`config.mk`:
```
export PLATFORM = sky130hd
export DESIGN_NAME = periodic_event_task_dispatcher_unit_flat
export DESIGN_NICKNAME = d
export VERILOG_FILES = /design/src/petd_pkg.sv /design/src/petd_if.sv /design/src/petd_front.sv /design/src/petd_queue.sv /design/src/petd_back.sv /design/src/periodic_event_task_dispatcher_unit.sv /design/src/flat_wrapper.sv
export VERILOG_INCLUDE_DIRS = /design/src /design/src/src
export SDC_FILE = /design/constraint.sdc
export NUM_CORES = 1
export LEC_CHECK = 0
export BUFFER_PORTS_ARGS = -buffer_cell sky130_fd_sc_hd__buf_2
export CAP_MARGIN = 20
export CORE_MARGIN = 2
export CORE_UTILIZATION = 59
export CTS_CLUSTER_SIZE = 16
export DETAILED_ROUTE_END_ITERATION = 6
export GPL_ROUTABILITY_DRIVEN = 0
export PLACE_DENSITY = 0.76
export RECOVER_POWER = 50
export SYNTH_ARGS = -nofsm -noshare
export SYNTH_HDL_FRONTEND = slang
export SYNTH_SLANG_ARGS = --single-unit
```
`constraint.sdc`:
```
create_clock -name i_clk -period 24 [get_ports i_clk]
set_input_delay 4.8 -clock i_clk [delete_from_list [all_inputs] [get_ports i_clk]]
set_output_delay 4.8 -clock i_clk [all_outputs]
set_load 0.02 [all_outputs]
```
`src/periodic_event_task_dispatcher_unit_defines.svh`:
```
// Assertion macros shared by the dispatcher RTL.
// Standalone header; no dependencies. Empty bodies under synthesis.
`ifndef PERIODIC_EVENT_TASK_DISPATCHER_UNIT_DEFINES_SVH
`define PERIODIC_EVENT_TASK_DISPATCHER_UNIT_DEFINES_SVH
`ifndef SYNTHESIS
`define PETD_ASSERT(label, clk, rst_n, prop) \
    label: assert property (@(posedge clk) disable iff (!rst_n) prop) \
        else $error("petd: assertion failed");
`define PETD_ASSERT_NEXT(label, clk, rst_n, ante, cons) \
    label: assert property (@(posedge clk) disable iff (!rst_n) (ante) |=> (cons)) \
        else $error("petd: assertion failed");
`else
`define PETD_ASSERT(label, clk, rst_n, prop)
`define PETD_ASSERT_NEXT(label, clk, rst_n, ante, cons)
`endif
`endif

```
`src/petd_pkg.sv`:
```
// Shared types and constants of the periodic/event task dispatcher.
// No dependencies.
package petd_pkg;

    localparam int TASK_SLOTS_DEF       = 8;
    localparam int EVENT_COUNT_BITS_DEF = 8;
    localparam int TIME_W               = 32;
    localparam int OP_W                 = 2;
    localparam int TASK_IDX_W           = 3;
    localparam int KIND_W               = 3;
    localparam int QUEUE_DEPTH          = 2;

    typedef enum logic [OP_W-1:0] {
        OP_ADD   = 2'd0,
        OP_START = 2'd1,
        OP_SWEEP = 2'd2,
        OP_EVENT = 2'd3
    } t_op;

    typedef enum logic [KIND_W-1:0] {
        KIND_ADDED    = 3'd0,
        KIND_REFUSED  = 3'd1,
        KIND_INIT     = 3'd2,
        KIND_PERIODIC = 3'd3,
        KIND_EVENT    = 3'd4,
        KIND_NOTHING  = 3'd5
    } t_kind;

    typedef struct packed {
        t_op                   op;
        logic [TIME_W-1:0]     now_ms;
        logic [TIME_W-1:0]     interval_ms;
        logic                  has_signal;
        logic [TASK_IDX_W-1:0] event_task;
    } t_cmd;

endpackage

```
`src/petd_if.sv`:
```
// Request and result channel interfaces of the dispatcher.
// Depends on petd_pkg for field widths.
interface petd_req_if;
    logic                            valid;
    logic                            ready;
    logic [petd_pkg::OP_W-1:0]       op;
    logic [petd_pkg::TIME_W-1:0]     now_ms;
    logic [petd_pkg::TIME_W-1:0]     interval_ms;
    logic                            has_signal;
    logic [petd_pkg::TASK_IDX_W-1:0] event_task;

    modport source (output valid, op, now_ms, interval_ms, has_signal, event_task,
                    input ready);
    modport sink   (input valid, op, now_ms, interval_ms, has_signal, event_task,
                    output ready);
endinterface

interface petd_res_if;
    logic                            valid;
    logic                            ready;
    logic [petd_pkg::KIND_W-1:0]     kind;
    logic [petd_pkg::TASK_IDX_W-1:0] task_index;
    logic                            last;

    modport source (output valid, kind, task_index, last, input ready);
    modport sink   (input valid, kind, task_index, last, output ready);
endinterface

```
`src/petd_front.sv`:
```
// Front end: takes requests, decodes the op and registers a command.
// Depends on petd_pkg and petd_if.
module petd_front (
    input  logic            i_clk,
    input  logic            i_rst_n,
    petd_req_if.sink        i_req,
    output logic            o_valid,
    output petd_pkg::t_cmd  o_cmd,
    input  logic            i_ready
);
    import petd_pkg::*;

    logic r_valid;
    t_cmd r_cmd;
    t_cmd n_cmd;
    logic take;

    assign i_req.ready = !r_valid || i_ready;
    assign take        = i_req.valid && i_req.ready;

    always_comb begin
        n_cmd.now_ms      = i_req.now_ms;
        n_cmd.interval_ms = i_req.interval_ms;
        n_cmd.has_signal  = i_req.has_signal;
        n_cmd.event_task  = i_req.event_task;
        unique case (i_req.op)
            OP_ADD:   n_cmd.op = OP_ADD;
            OP_START: n_cmd.op = OP_START;
            OP_SWEEP: n_cmd.op = OP_SWEEP;
            default:  n_cmd.op = OP_EVENT;
        endcase
    end

    always_ff @(posedge i_clk) begin
        if (!i_rst_n) begin
            r_valid <= 1'b0;
        end else if (take) begin
            r_valid <= 1'b1;
        end else if (i_ready) begin
            r_valid <= 1'b0;
        end
    end

    always_ff @(posedge i_clk) begin
        if (take) begin
            r_cmd <= n_cmd;
        end
    end

    assign o_valid = r_valid;
    assign o_cmd   = r_cmd;

endmodule

```
`src/petd_queue.sv`:
```
// Short command queue between front end and back end.
// Depends on petd_pkg.
module petd_queue (
    input  logic            i_clk,
    input  logic            i_rst_n,
    input  logic            i_valid,
    input  petd_pkg::t_cmd  i_cmd,
    output logic            o_ready,
    output logic            o_valid,
    output petd_pkg::t_cmd  o_cmd,
    input  logic            i_ready
);
    import petd_pkg::*;

    localparam int PTR_W = (QUEUE_DEPTH > 1) ? $clog2(QUEUE_DEPTH) : 1;
    localparam int CNT_W = $clog2(QUEUE_DEPTH + 1);

    t_cmd             r_mem [QUEUE_DEPTH];
    logic [PTR_W-1:0] r_wp;
    logic [PTR_W-1:0] r_rp;
    logic [CNT_W-1:0] r_count;
    logic             push;
    logic             pop;

    assign o_ready = r_count != CNT_W'(QUEUE_DEPTH);
    assign o_valid = r_count != '0;
    assign push    = i_valid && o_ready;
    assign pop     = o_valid && i_ready;
    assign o_cmd   = r_mem[r_rp];

    always_ff @(posedge i_clk) begin
        if (!i_rst_n) begin
            r_wp    <= '0;
            r_rp    <= '0;
            r_count <= '0;
        end else begin
            if (push) begin
                r_wp <= (r_wp == PTR_W'(QUEUE_DEPTH - 1)) ? '0 : r_wp + PTR_W'(1);
            end
            if (pop) begin
                r_rp <= (r_rp == PTR_W'(QUEUE_DEPTH - 1)) ? '0 : r_rp + PTR_W'(1);
            end
            if (push && !pop) begin
                r_count <= r_count + CNT_W'(1);
            end else if (pop && !push) begin
                r_count <= r_count - CNT_W'(1);
            end
        end
    end

    always_ff @(posedge i_clk) begin
        if (push) begin
            r_mem[r_wp] <= i_cmd;
        end
    end

endmodule

```
`src/petd_back.sv`:
```
// Back end: task table, start/sweep sequencer and result register.
// Depends on petd_pkg, petd_if and the assertion macro header.
`include "periodic_event_task_dispatcher_unit_defines.svh"

module petd_back #(
    parameter int TASK_SLOTS       = petd_pkg::TASK_SLOTS_DEF,
    parameter int EVENT_COUNT_BITS = petd_pkg::EVENT_COUNT_BITS_DEF
) (
    input  logic            i_clk,
    input  logic            i_rst_n,
    input  logic            i_cmd_valid,
    input  petd_pkg::t_cmd  i_cmd,
    output logic            o_cmd_ready,
    petd_res_if.source      o_res
);
    import petd_pkg::*;

    localparam int IDX_W = (TASK_SLOTS > 1) ? $clog2(TASK_SLOTS) : 1;
    localparam int CNT_W = $clog2(TASK_SLOTS + 1);
    localparam int EV_W  = (CNT_W > TASK_IDX_W) ? CNT_W : TASK_IDX_W;
    localparam int EC_W  = EVENT_COUNT_BITS;

    typedef enum logic [2:0] {
        S_IDLE   = 3'b001,
        S_SCAN   = 3'b010,
        S_FINISH = 3'b100
    } t_state;

    // task table
    logic [TIME_W-1:0] r_period [TASK_SLOTS];
    logic [TIME_W-1:0] r_due    [TASK_SLOTS];
    logic              r_sig    [TASK_SLOTS];
    logic [EC_W-1:0]   r_pend   [TASK_SLOTS];

    t_state             r_state,  n_state;
    logic               r_is_start, n_is_start;
    logic [TIME_W-1:0]  r_now,    n_now;
    logic [IDX_W-1:0]   r_idx,    n_idx;
    logic [CNT_W-1:0]   r_cnt,    n_cnt;
    logic               r_run,    n_run;
    logic               r_have,   n_have;
    t_kind              r_hkind,  n_hkind;
    logic [IDX_W-1:0]   r_hidx,   n_hidx;

    logic                  r_ovalid;
    t_kind                 r_okind;
    logic [TASK_IDX_W-1:0] r_oidx;
    logic                  r_olast;

    logic              out_can;
    logic              take;
    logic [IDX_W-1:0]  rd_idx;
    logic [TIME_W-1:0] rd_period;
    logic [TIME_W-1:0] rd_due;
    logic              rd_sig;
    logic [EC_W-1:0]   rd_pend;
    logic              ev_in_range;
    logic              due_hit;
    logic              ev_hit;
    logic              last_idx;
    logic              cand;
    t_kind             cand_kind;
    logic              scan_stall;
    logic [IDX_W-1:0]  add_wa;

    logic              emit;
    t_kind             e_kind;
    logic [IDX_W-1:0]  e_idx;
    logic              e_last;
    logic              add_we;
    logic              due_we;
    logic [TIME_W-1:0] due_wd;
    logic              pend_we;
    logic [IDX_W-1:0]  pend_wa;
    logic [EC_W-1:0]   pend_wd;

    assign out_can     = !r_ovalid || o_res.ready;
    assign o_cmd_ready = (r_state == S_IDLE) && out_can;
    assign take        = i_cmd_valid && o_cmd_ready;

    assign rd_idx    = (r_state == S_SCAN) ? r_idx : IDX_W'(i_cmd.event_task);
    assign rd_period = r_period[rd_idx];
    assign rd_due    = r_due[rd_idx];
    assign rd_sig    = r_sig[rd_idx];
    assign rd_pend   = r_pend[rd_idx];
    assign add_wa    = IDX_W'(r_cnt);

    assign ev_in_range = (EV_W'(i_cmd.event_task) < EV_W'(r_cnt))
                      && (EV_W'(i_cmd.event_task) < EV_W'(TASK_SLOTS));
    assign due_hit    = (rd_period != '0) && (rd_due <= r_now);
    assign ev_hit     = rd_sig && (rd_pend != '0);
    assign last_idx   = CNT_W'(r_idx) == (r_cnt - CNT_W'(1));
    assign cand       = r_is_start || due_hit || ev_hit;
    assign cand_kind  = r_is_start ? KIND_INIT : (due_hit ? KIND_PERIODIC : KIND_EVENT);
    assign scan_stall = cand && r_have && !out_can;

    always_comb begin
        n_state    = r_state;
        n_is_start = r_is_start;
        n_now      = r_now;
        n_idx      = r_idx;
        n_cnt      = r_cnt;
        n_run      = r_run;
        n_have     = r_have;
        n_hkind    = r_hkind;
        n_hidx     = r_hidx;
        emit       = 1'b0;
        e_kind     = KIND_NOTHING;
        e_idx      = '0;
        e_last     = 1'b0;
        add_we     = 1'b0;
        due_we     = 1'b0;
        due_wd     = r_now;
        pend_we    = 1'b0;
        pend_wa    = rd_idx;
        pend_wd    = rd_pend;
        unique case (r_state)
            S_IDLE: begin
                if (take) begin
                    unique case (i_cmd.op)
                        OP_ADD: begin
                            emit   = 1'b1;
                            e_last = 1'b1;
                            if (r_run || r_cnt == CNT_W'(TASK_SLOTS)) begin
                                e_kind = KIND_REFUSED;
                            end else begin
                                e_kind = KIND_ADDED;
                                e_idx  = add_wa;
                                add_we = 1'b1;
                                n_cnt  = r_cnt + CNT_W'(1);
                            end
                        end
                        OP_START, OP_SWEEP: begin
                            if (r_run == (i_cmd.op == OP_START)) begin
                                emit   = 1'b1;
                                e_last = 1'b1;
                            end else begin
                                n_run      = 1'b1;
                                n_is_start = i_cmd.op == OP_START;
                                n_now      = i_cmd.now_ms;
                                n_idx      = '0;
                                n_have     = 1'b0;
                                n_state    = (r_cnt == '0) ? S_FINISH : S_SCAN;
                            end
                        end
                        default: begin
                            emit   = 1'b1;
                            e_last = 1'b1;
                            if (ev_in_range && rd_sig && rd_pend != '1) begin
                                pend_we = 1'b1;
                                pend_wd = rd_pend + EC_W'(1);
                            end
                        end
                    endcase
                end
            end
            S_SCAN: begin
                if (!scan_stall) begin
                    if (cand) begin
                        if (r_have) begin
                            emit   = 1'b1;
                            e_kind = r_hkind;
                            e_idx  = r_hidx;
                        end
                        n_have  = 1'b1;
                        n_hkind = cand_kind;
                        n_hidx  = r_idx;
                    end
                    if (r_is_start) begin
                        due_we = 1'b1;
                    end else if (due_hit) begin
                        due_we = 1'b1;
                        due_wd = rd_due + rd_period;
                    end else if (ev_hit) begin
                        pend_we = 1'b1;
                        pend_wd = rd_pend - EC_W'(1);
                    end
                    if (last_idx) begin
                        n_state = S_FINISH;
                    end else begin
                        n_idx = r_idx + IDX_W'(1);
                    end
                end
            end
            S_FINISH: begin
                if (out_can) begin
                    emit    = 1'b1;
                    e_last  = 1'b1;
                    e_kind  = r_have ? r_hkind : KIND_NOTHING;
                    e_idx   = r_have ? r_hidx : '0;
                    n_have  = 1'b0;
                    n_state = S_IDLE;
                end
            end
            default: begin
                n_state = S_IDLE;
            end
        endcase
    end

    always_ff @(posedge i_clk) begin
        if (!i_rst_n) begin
            r_state  <= S_IDLE;
            r_cnt    <= '0;
            r_run    <= 1'b0;
            r_have   <= 1'b0;
            r_ovalid <= 1'b0;
        end else begin
            r_state <= n_state;
            r_cnt   <= n_cnt;
            r_run   <= n_run;
            r_have  <= n_have;
            if (emit) begin
                r_ovalid <= 1'b1;
            end else if (o_res.ready) begin
                r_ovalid <= 1'b0;
            end
        end
    end

    always_ff @(posedge i_clk) begin
        r_is_start <= n_is_start;
        r_now      <= n_now;
        r_idx      <= n_idx;
        r_hkind    <= n_hkind;
        r_hidx     <= n_hidx;
        if (emit) begin
            r_okind <= e_kind;
            r_oidx  <= TASK_IDX_W'(e_idx);
            r_olast <= e_last;
        end
    end

    always_ff @(posedge i_clk) begin
        if (add_we) begin
            r_period[add_wa] <= i_cmd.interval_ms;
            r_sig[add_wa]    <= i_cmd.has_signal;
            r_due[add_wa]    <= '0;
        end else if (due_we) begin
            r_due[r_idx] <= due_wd;
        end
    end

    always_ff @(posedge i_clk) begin
        if (!i_rst_n) begin
            for (int k = 0; k < TASK_SLOTS; k++) begin
                r_pend[k] <= '0;
            end
        end else if (pend_we) begin
            r_pend[pend_wa] <= pend_wd;
        end
    end

    assign o_res.valid      = r_ovalid;
    assign o_res.kind       = r_okind;
    assign o_res.task_index = r_oidx;
    assign o_res.last       = r_olast;

    `PETD_ASSERT(a_cnt_bound, i_clk, i_rst_n, r_cnt <= CNT_W'(TASK_SLOTS))
    `PETD_ASSERT(a_scan_idx, i_clk, i_rst_n, (r_state == S_SCAN) |-> (CNT_W'(r_idx) < r_cnt))
    `PETD_ASSERT(a_busy_running, i_clk, i_rst_n, (r_state != S_IDLE) |-> r_run)
    `PETD_ASSERT(a_idle_no_held, i_clk, i_rst_n, (r_state == S_IDLE) |-> !r_have)
    `PETD_ASSERT_NEXT(a_table_frozen, i_clk, i_rst_n, r_run, r_cnt == $past(r_cnt))

endmodule

```
`src/periodic_event_task_dispatcher_unit.sv`:
```
// Periodic/event task dispatcher. Each request is registered by the front end and queued
// (two entries) for the back end, which owns the task table. Add and event requests give
// one result. Start and sweep walk the table one task per cycle, unless a held result is
// waiting on the output, through a single table read port, then close the request in
// S_FINISH: one result per task that inits or runs, the last one flagged, or a single
// "nothing" result. Results leave through a one-entry output register; while a result
// waits, up to three more requests are taken in.
// Depends on petd_pkg, petd_if, petd_front, petd_queue and petd_back.
module periodic_event_task_dispatcher_unit #(
    parameter int TASK_SLOTS       = petd_pkg::TASK_SLOTS_DEF,
    parameter int EVENT_COUNT_BITS = petd_pkg::EVENT_COUNT_BITS_DEF
) (
    input  logic        i_clk,
    input  logic        i_rst_n,
    petd_req_if.sink    i_req,
    petd_res_if.source  o_res
);
    import petd_pkg::*;

    logic f_valid;
    t_cmd f_cmd;
    logic f_ready;
    logic q_valid;
    t_cmd q_cmd;
    logic q_ready;

    petd_front u_front (
        .i_clk   (i_clk),
        .i_rst_n (i_rst_n),
        .i_req   (i_req),
        .o_valid (f_valid),
        .o_cmd   (f_cmd),
        .i_ready (f_ready)
    );

    petd_queue u_queue (
        .i_clk   (i_clk),
        .i_rst_n (i_rst_n),
        .i_valid (f_valid),
        .i_cmd   (f_cmd),
        .o_ready (f_ready),
        .o_valid (q_valid),
        .o_cmd   (q_cmd),
        .i_ready (q_ready)
    );

    petd_back #(
        .TASK_SLOTS       (TASK_SLOTS),
        .EVENT_COUNT_BITS (EVENT_COUNT_BITS)
    ) u_back (
        .i_clk       (i_clk),
        .i_rst_n     (i_rst_n),
        .i_cmd_valid (q_valid),
        .i_cmd       (q_cmd),
        .o_cmd_ready (q_ready),
        .o_res       (o_res)
    );

endmodule

```
`src/flat_wrapper.sv`:
```
// flat-port wrapper written by rule: the top's interface ports become plain ports
module periodic_event_task_dispatcher_unit_flat import petd_pkg::*;
#(
    parameter int TASK_SLOTS       = petd_pkg::TASK_SLOTS_DEF,
    parameter int EVENT_COUNT_BITS = petd_pkg::EVENT_COUNT_BITS_DEF
)
  (i_clk, i_rst_n, i_req_valid, i_req_op, i_req_now_ms, i_req_interval_ms, i_req_has_signal, i_req_event_task, i_req_ready, o_res_valid, o_res_kind, o_res_task_index, o_res_last, o_res_ready);
  petd_req_if i_req_i ();
  petd_res_if o_res_i ();
  input  logic i_clk;
  input  logic i_rst_n;
  input wire logic [$bits(i_req_i.valid)-1:0] i_req_valid;
  input wire logic [$bits(i_req_i.op)-1:0] i_req_op;
  input wire logic [$bits(i_req_i.now_ms)-1:0] i_req_now_ms;
  input wire logic [$bits(i_req_i.interval_ms)-1:0] i_req_interval_ms;
  input wire logic [$bits(i_req_i.has_signal)-1:0] i_req_has_signal;
  input wire logic [$bits(i_req_i.event_task)-1:0] i_req_event_task;
  output wire logic [$bits(i_req_i.ready)-1:0] i_req_ready;
  output wire logic [$bits(o_res_i.valid)-1:0] o_res_valid;
  output wire logic [$bits(o_res_i.kind)-1:0] o_res_kind;
  output wire logic [$bits(o_res_i.task_index)-1:0] o_res_task_index;
  output wire logic [$bits(o_res_i.last)-1:0] o_res_last;
  input wire logic [$bits(o_res_i.ready)-1:0] o_res_ready;
  assign i_req_i.valid = i_req_valid;
  assign i_req_i.op = i_req_op;
  assign i_req_i.now_ms = i_req_now_ms;
  assign i_req_i.interval_ms = i_req_interval_ms;
  assign i_req_i.has_signal = i_req_has_signal;
  assign i_req_i.event_task = i_req_event_task;
  assign i_req_ready = i_req_i.ready;
  assign o_res_valid = o_res_i.valid;
  assign o_res_kind = o_res_i.kind;
  assign o_res_task_index = o_res_i.task_index;
  assign o_res_last = o_res_i.last;
  assign o_res_i.ready = o_res_ready;
  periodic_event_task_dispatcher_unit #(.TASK_SLOTS(TASK_SLOTS), .EVENT_COUNT_BITS(EVENT_COUNT_BITS)) u_core (.i_clk(i_clk), .i_rst_n(i_rst_n), .i_req(i_req_i), .o_res(o_res_i));
endmodule
```
==> impl_metrics.tcl <==
set metrics [dict create \
    cts_hold_buf 0 \
    final_cell_count_no_fill 3390 \
    synth.avg_cell_area_um2 14.91 \
    antenna_cells 0 \
    die_x_um 251.3 \
    grt_pass1_wl_um 132400 \
    cts_made_buffers 85 \
    fin_util 0.6675 \
    die_area_um2 63140 \
    critPathKind "reg2reg" \
    layout-drive-gt1-share 0.1338 \
    wl_per_cell_um 26.08 \
    power_leakage_nw 13.42 \
    final_cell_mix "edfxtp_1 (843), nand2_1 (167), nor2_1 (149)" \
    fmax_mhz 105.4 \
    ys.flop_type "edfxtp_1" \
    end_kind "register" \
    violations "design-rule violations, max-capacitance violations, max-slew violations" \
    fin_crit_ps 9488 \
    row_count 90 \
    antenna_found_initial 0 \
    ys_warn_count 0 \
    worstPathMaxFanout 44 \
    critical_path_arrival_ps 9750 \
    worst_slew_pin_slew_ps 3532 \
    ys_seq_area_frac 0.7106 \
    pin_count 83 \
    final_cell_area_um2 40290 \
    worstPathRequired_ps 24260 \
    start_util 0.5977 \
    final_common_cell "edfxtp_1" \
    synth-edff-count 843 \
    drt_pass1_iterations 7 \
    ys_ff_latch 859 \
    grt_max_degree 68 \
    cts_root_buf "clkbuf_16" \
    portBuffers 82 \
    async_reset_ff_frac 0 \
    die_h_um 251.3 \
    dp_slack_ps 15520 \
    post-cts-setup-buffers 0 \
    synth_fp_nets 2570 \
    finalCritPeriodShare 0.3953 \
    drtIter0Drc 3270 \
    cp-start-kind "register" \
    via_per_inst 6.634 \
    fillers 3944 \
    cts_tree "done" \
    clkSinkCount 859 \
    setup_viol 0 \
    fin_ws_ps 14510 \
    dp.cells 3229 \
    rsz0062_at_grt "false" \
    fin_tns_setup_ps 0 \
    syn_area_um2 36080 \
    synth.distinct_cells 105 \
    hold_path.class "reg2reg" \
    netlist_instances 2420 \
    max_slew_margin -1.355 \
    wirelength_um 88420 \
    clockBufferDepth 3 \
    ant_nets 0 \
    skew_ps 30.53 \
    syn2layout_area_growth_pct 11.68 \
    grt_use_total 0.2797 \
    grt_overflow_total 0 \
    status "finished with violations" \
    register_area_um2 25630 \
    vias 22488 \
    clk_pin_slew_ps 60 \
    powerDensity_nw_per_um2 99.39 \
    drc_errors 8 \
    ctsResizeCount 0 \
    nNetsFinal 2689 \
    dpl_cell_area_um2 37580 \
    grt_pass1_vias 22313 \
    drv_cap 10 \
    hpwlAfterDp_um 56980 \
    coreArea_um2 60360 \
    multi_input_area_um2 9752 \
    finalHoldViolations 0 \
    vdd_drop_max_v 0.00008059 \
    htree_levels 3 \
    clk_latency_ps 640 \
    drv_slew 382 \
]
[cell usage after synthesis (6+ instances only)]
library cell	n	share of area
a211oi_1	15	0.0031
a21boi_0	7	0.0015
a21o_1	32	0.0067
a21oi_1	99	0.014
a221oi_1	16	0.0039
a222oi_1	11	0.0031
a22o_1	7	0.0017
a22oi_1	14	0.0029
a31oi_1	20	0.0035
a32oi_1	13	0.0032
and2_1	19	0.0033
and3_1	12	0.0021
buf_1	12	0.0012
buf_2	17	0.0024
buf_4	15	0.0031
buf_6	12	0.0037
clkbuf_1	47	0.0049
dfxtp_1	16	0.0089
edfxtp_1	843	0.70
ha_1	75	0.026
inv_1	84	0.0087
mux2_2	77	0.024
mux2i_1	71	0.020
nand2_1	167	0.017
nand2b_1	10	0.0017
nand3_1	60	0.0083
nand4_1	18	0.0031
nor2_1	155	0.016
nor2b_1	18	0.0031
nor3_1	36	0.0050
nor4_1	30	0.0052
o2111ai_1	8	0.0019
o21a_1	16	0.0033
o21ai_0	76	0.011
o21ai_1	7	0.00097
o21bai_1	6	0.0012
o221ai_1	9	0.0022
o22a_1	26	0.0063
o22ai_1	69	0.012
o2bb2ai_1	10	0.0024
or3_1	6	0.0010
xnor2_1	23	0.0056
xor2_1	10	0.0024
[kinds of logic after synthesis]
| kind of cell | share of synthesized area |
|---|---|
| flip-flops | 0.7106 |
| AND/OR/NAND/NOR | 0.07588 |
| AO/OA/AOI/OAI | 0.1088 |
| buffers and inverters | 0.02410 |
| multiplexers | 0.04613 |
| adder cells (fa/ha/maj) | 0.02657 |
| XOR/XNOR | 0.008011 |
[power by group]
group | total [mW] | internal (mW) | switching (mW) | leakage (nW)
Clock | 1.31 | 0.764 | 0.550 | 1.34
Sequential | 1.79 | 1.75 | 0.0422 | 7.56
Combinational | 0.900 | 0.310 | 0.590 | 4.52
Total | 4.00 | 2.82 | 1.18 | 13.4
[critical path, stage by stage, from the launching register on]
cell	delay, ps
dfxtp_1	1900
mux2i_1	680
inv_1	480
o32a_1	870
nor2_1	470
a22oi_1	250
nand2_1	70
nor3_1	650
ha_1	280
nor2b_1	50
o21a_1	160
o21a_1	160
o21a_1	150
o21ai_0	160
a21oi_1	90
o211a_1	350
o21ai_0	940
nand3_1	140
buf_4	340
nor2_1	290
o22a_1	170
buf_4	420
[flip-flops by register name (all words and copies together) (netlist names), 4 cells and up, named ones only]
signal,count
u_core.u_back.r_due,256
u_core.u_front.o_cmd,70
u_core.u_back.r_sig,8
u_core.u_back.r_cnt,4
u_core.u_back.r_pend,64
u_core.u_queue.r_mem,140
u_core.u_back.r_now,32
u_core.u_back.r_period,256
[layer usage]
layer,share of wire,global-route usage,vias to the layer above
met5,0,0,-
met4,0.037,0.1197,0
met3,0.12,0.06937,220
met2,0.46,0.4273,1489
met1,0.39,0.3867,11048
li1,-,-,9731
[final timing paths]
check                                start                     endpoint  slack (ps)  cells past startpoint
hold reg to reg   u_core.u_front.o_cmd[14]  u_core.u_queue.r_mem[0][14]         430                      0
setup / recovery                  register   u_core.u_back.r_due[7][15]       14510                     21
hold / removal    u_core.u_front.o_cmd[14]  u_core.u_queue.r_mem[0][14]         430                      0
setup reg to reg                  register   u_core.u_back.r_due[7][15]       14510                     21
[stage by stage]
stage / hold WS, ps / power (mW)
final: 433.7 / 4.005
after floorplan: 421.5 / 2.430
after detailed placement: 431.1 / 2.694
after CTS: 428.6 / 3.996
after global placement: 423.2 / 2.655
after global routing: 444.2 / 4.135
[area by class of cell]
class / count / area share
clock inverter: 50 / 0.01264
tap: 782 / 0.02428
inverter: 84 / 0.007826
timing repair buffer: 135 / 0.02121
multi-input combinational: 1374 / 0.2420
sequential: 859 / 0.6362
clock buffer: 106 / 0.05577
Note: power is estimated with default switching activity, not from simulation.
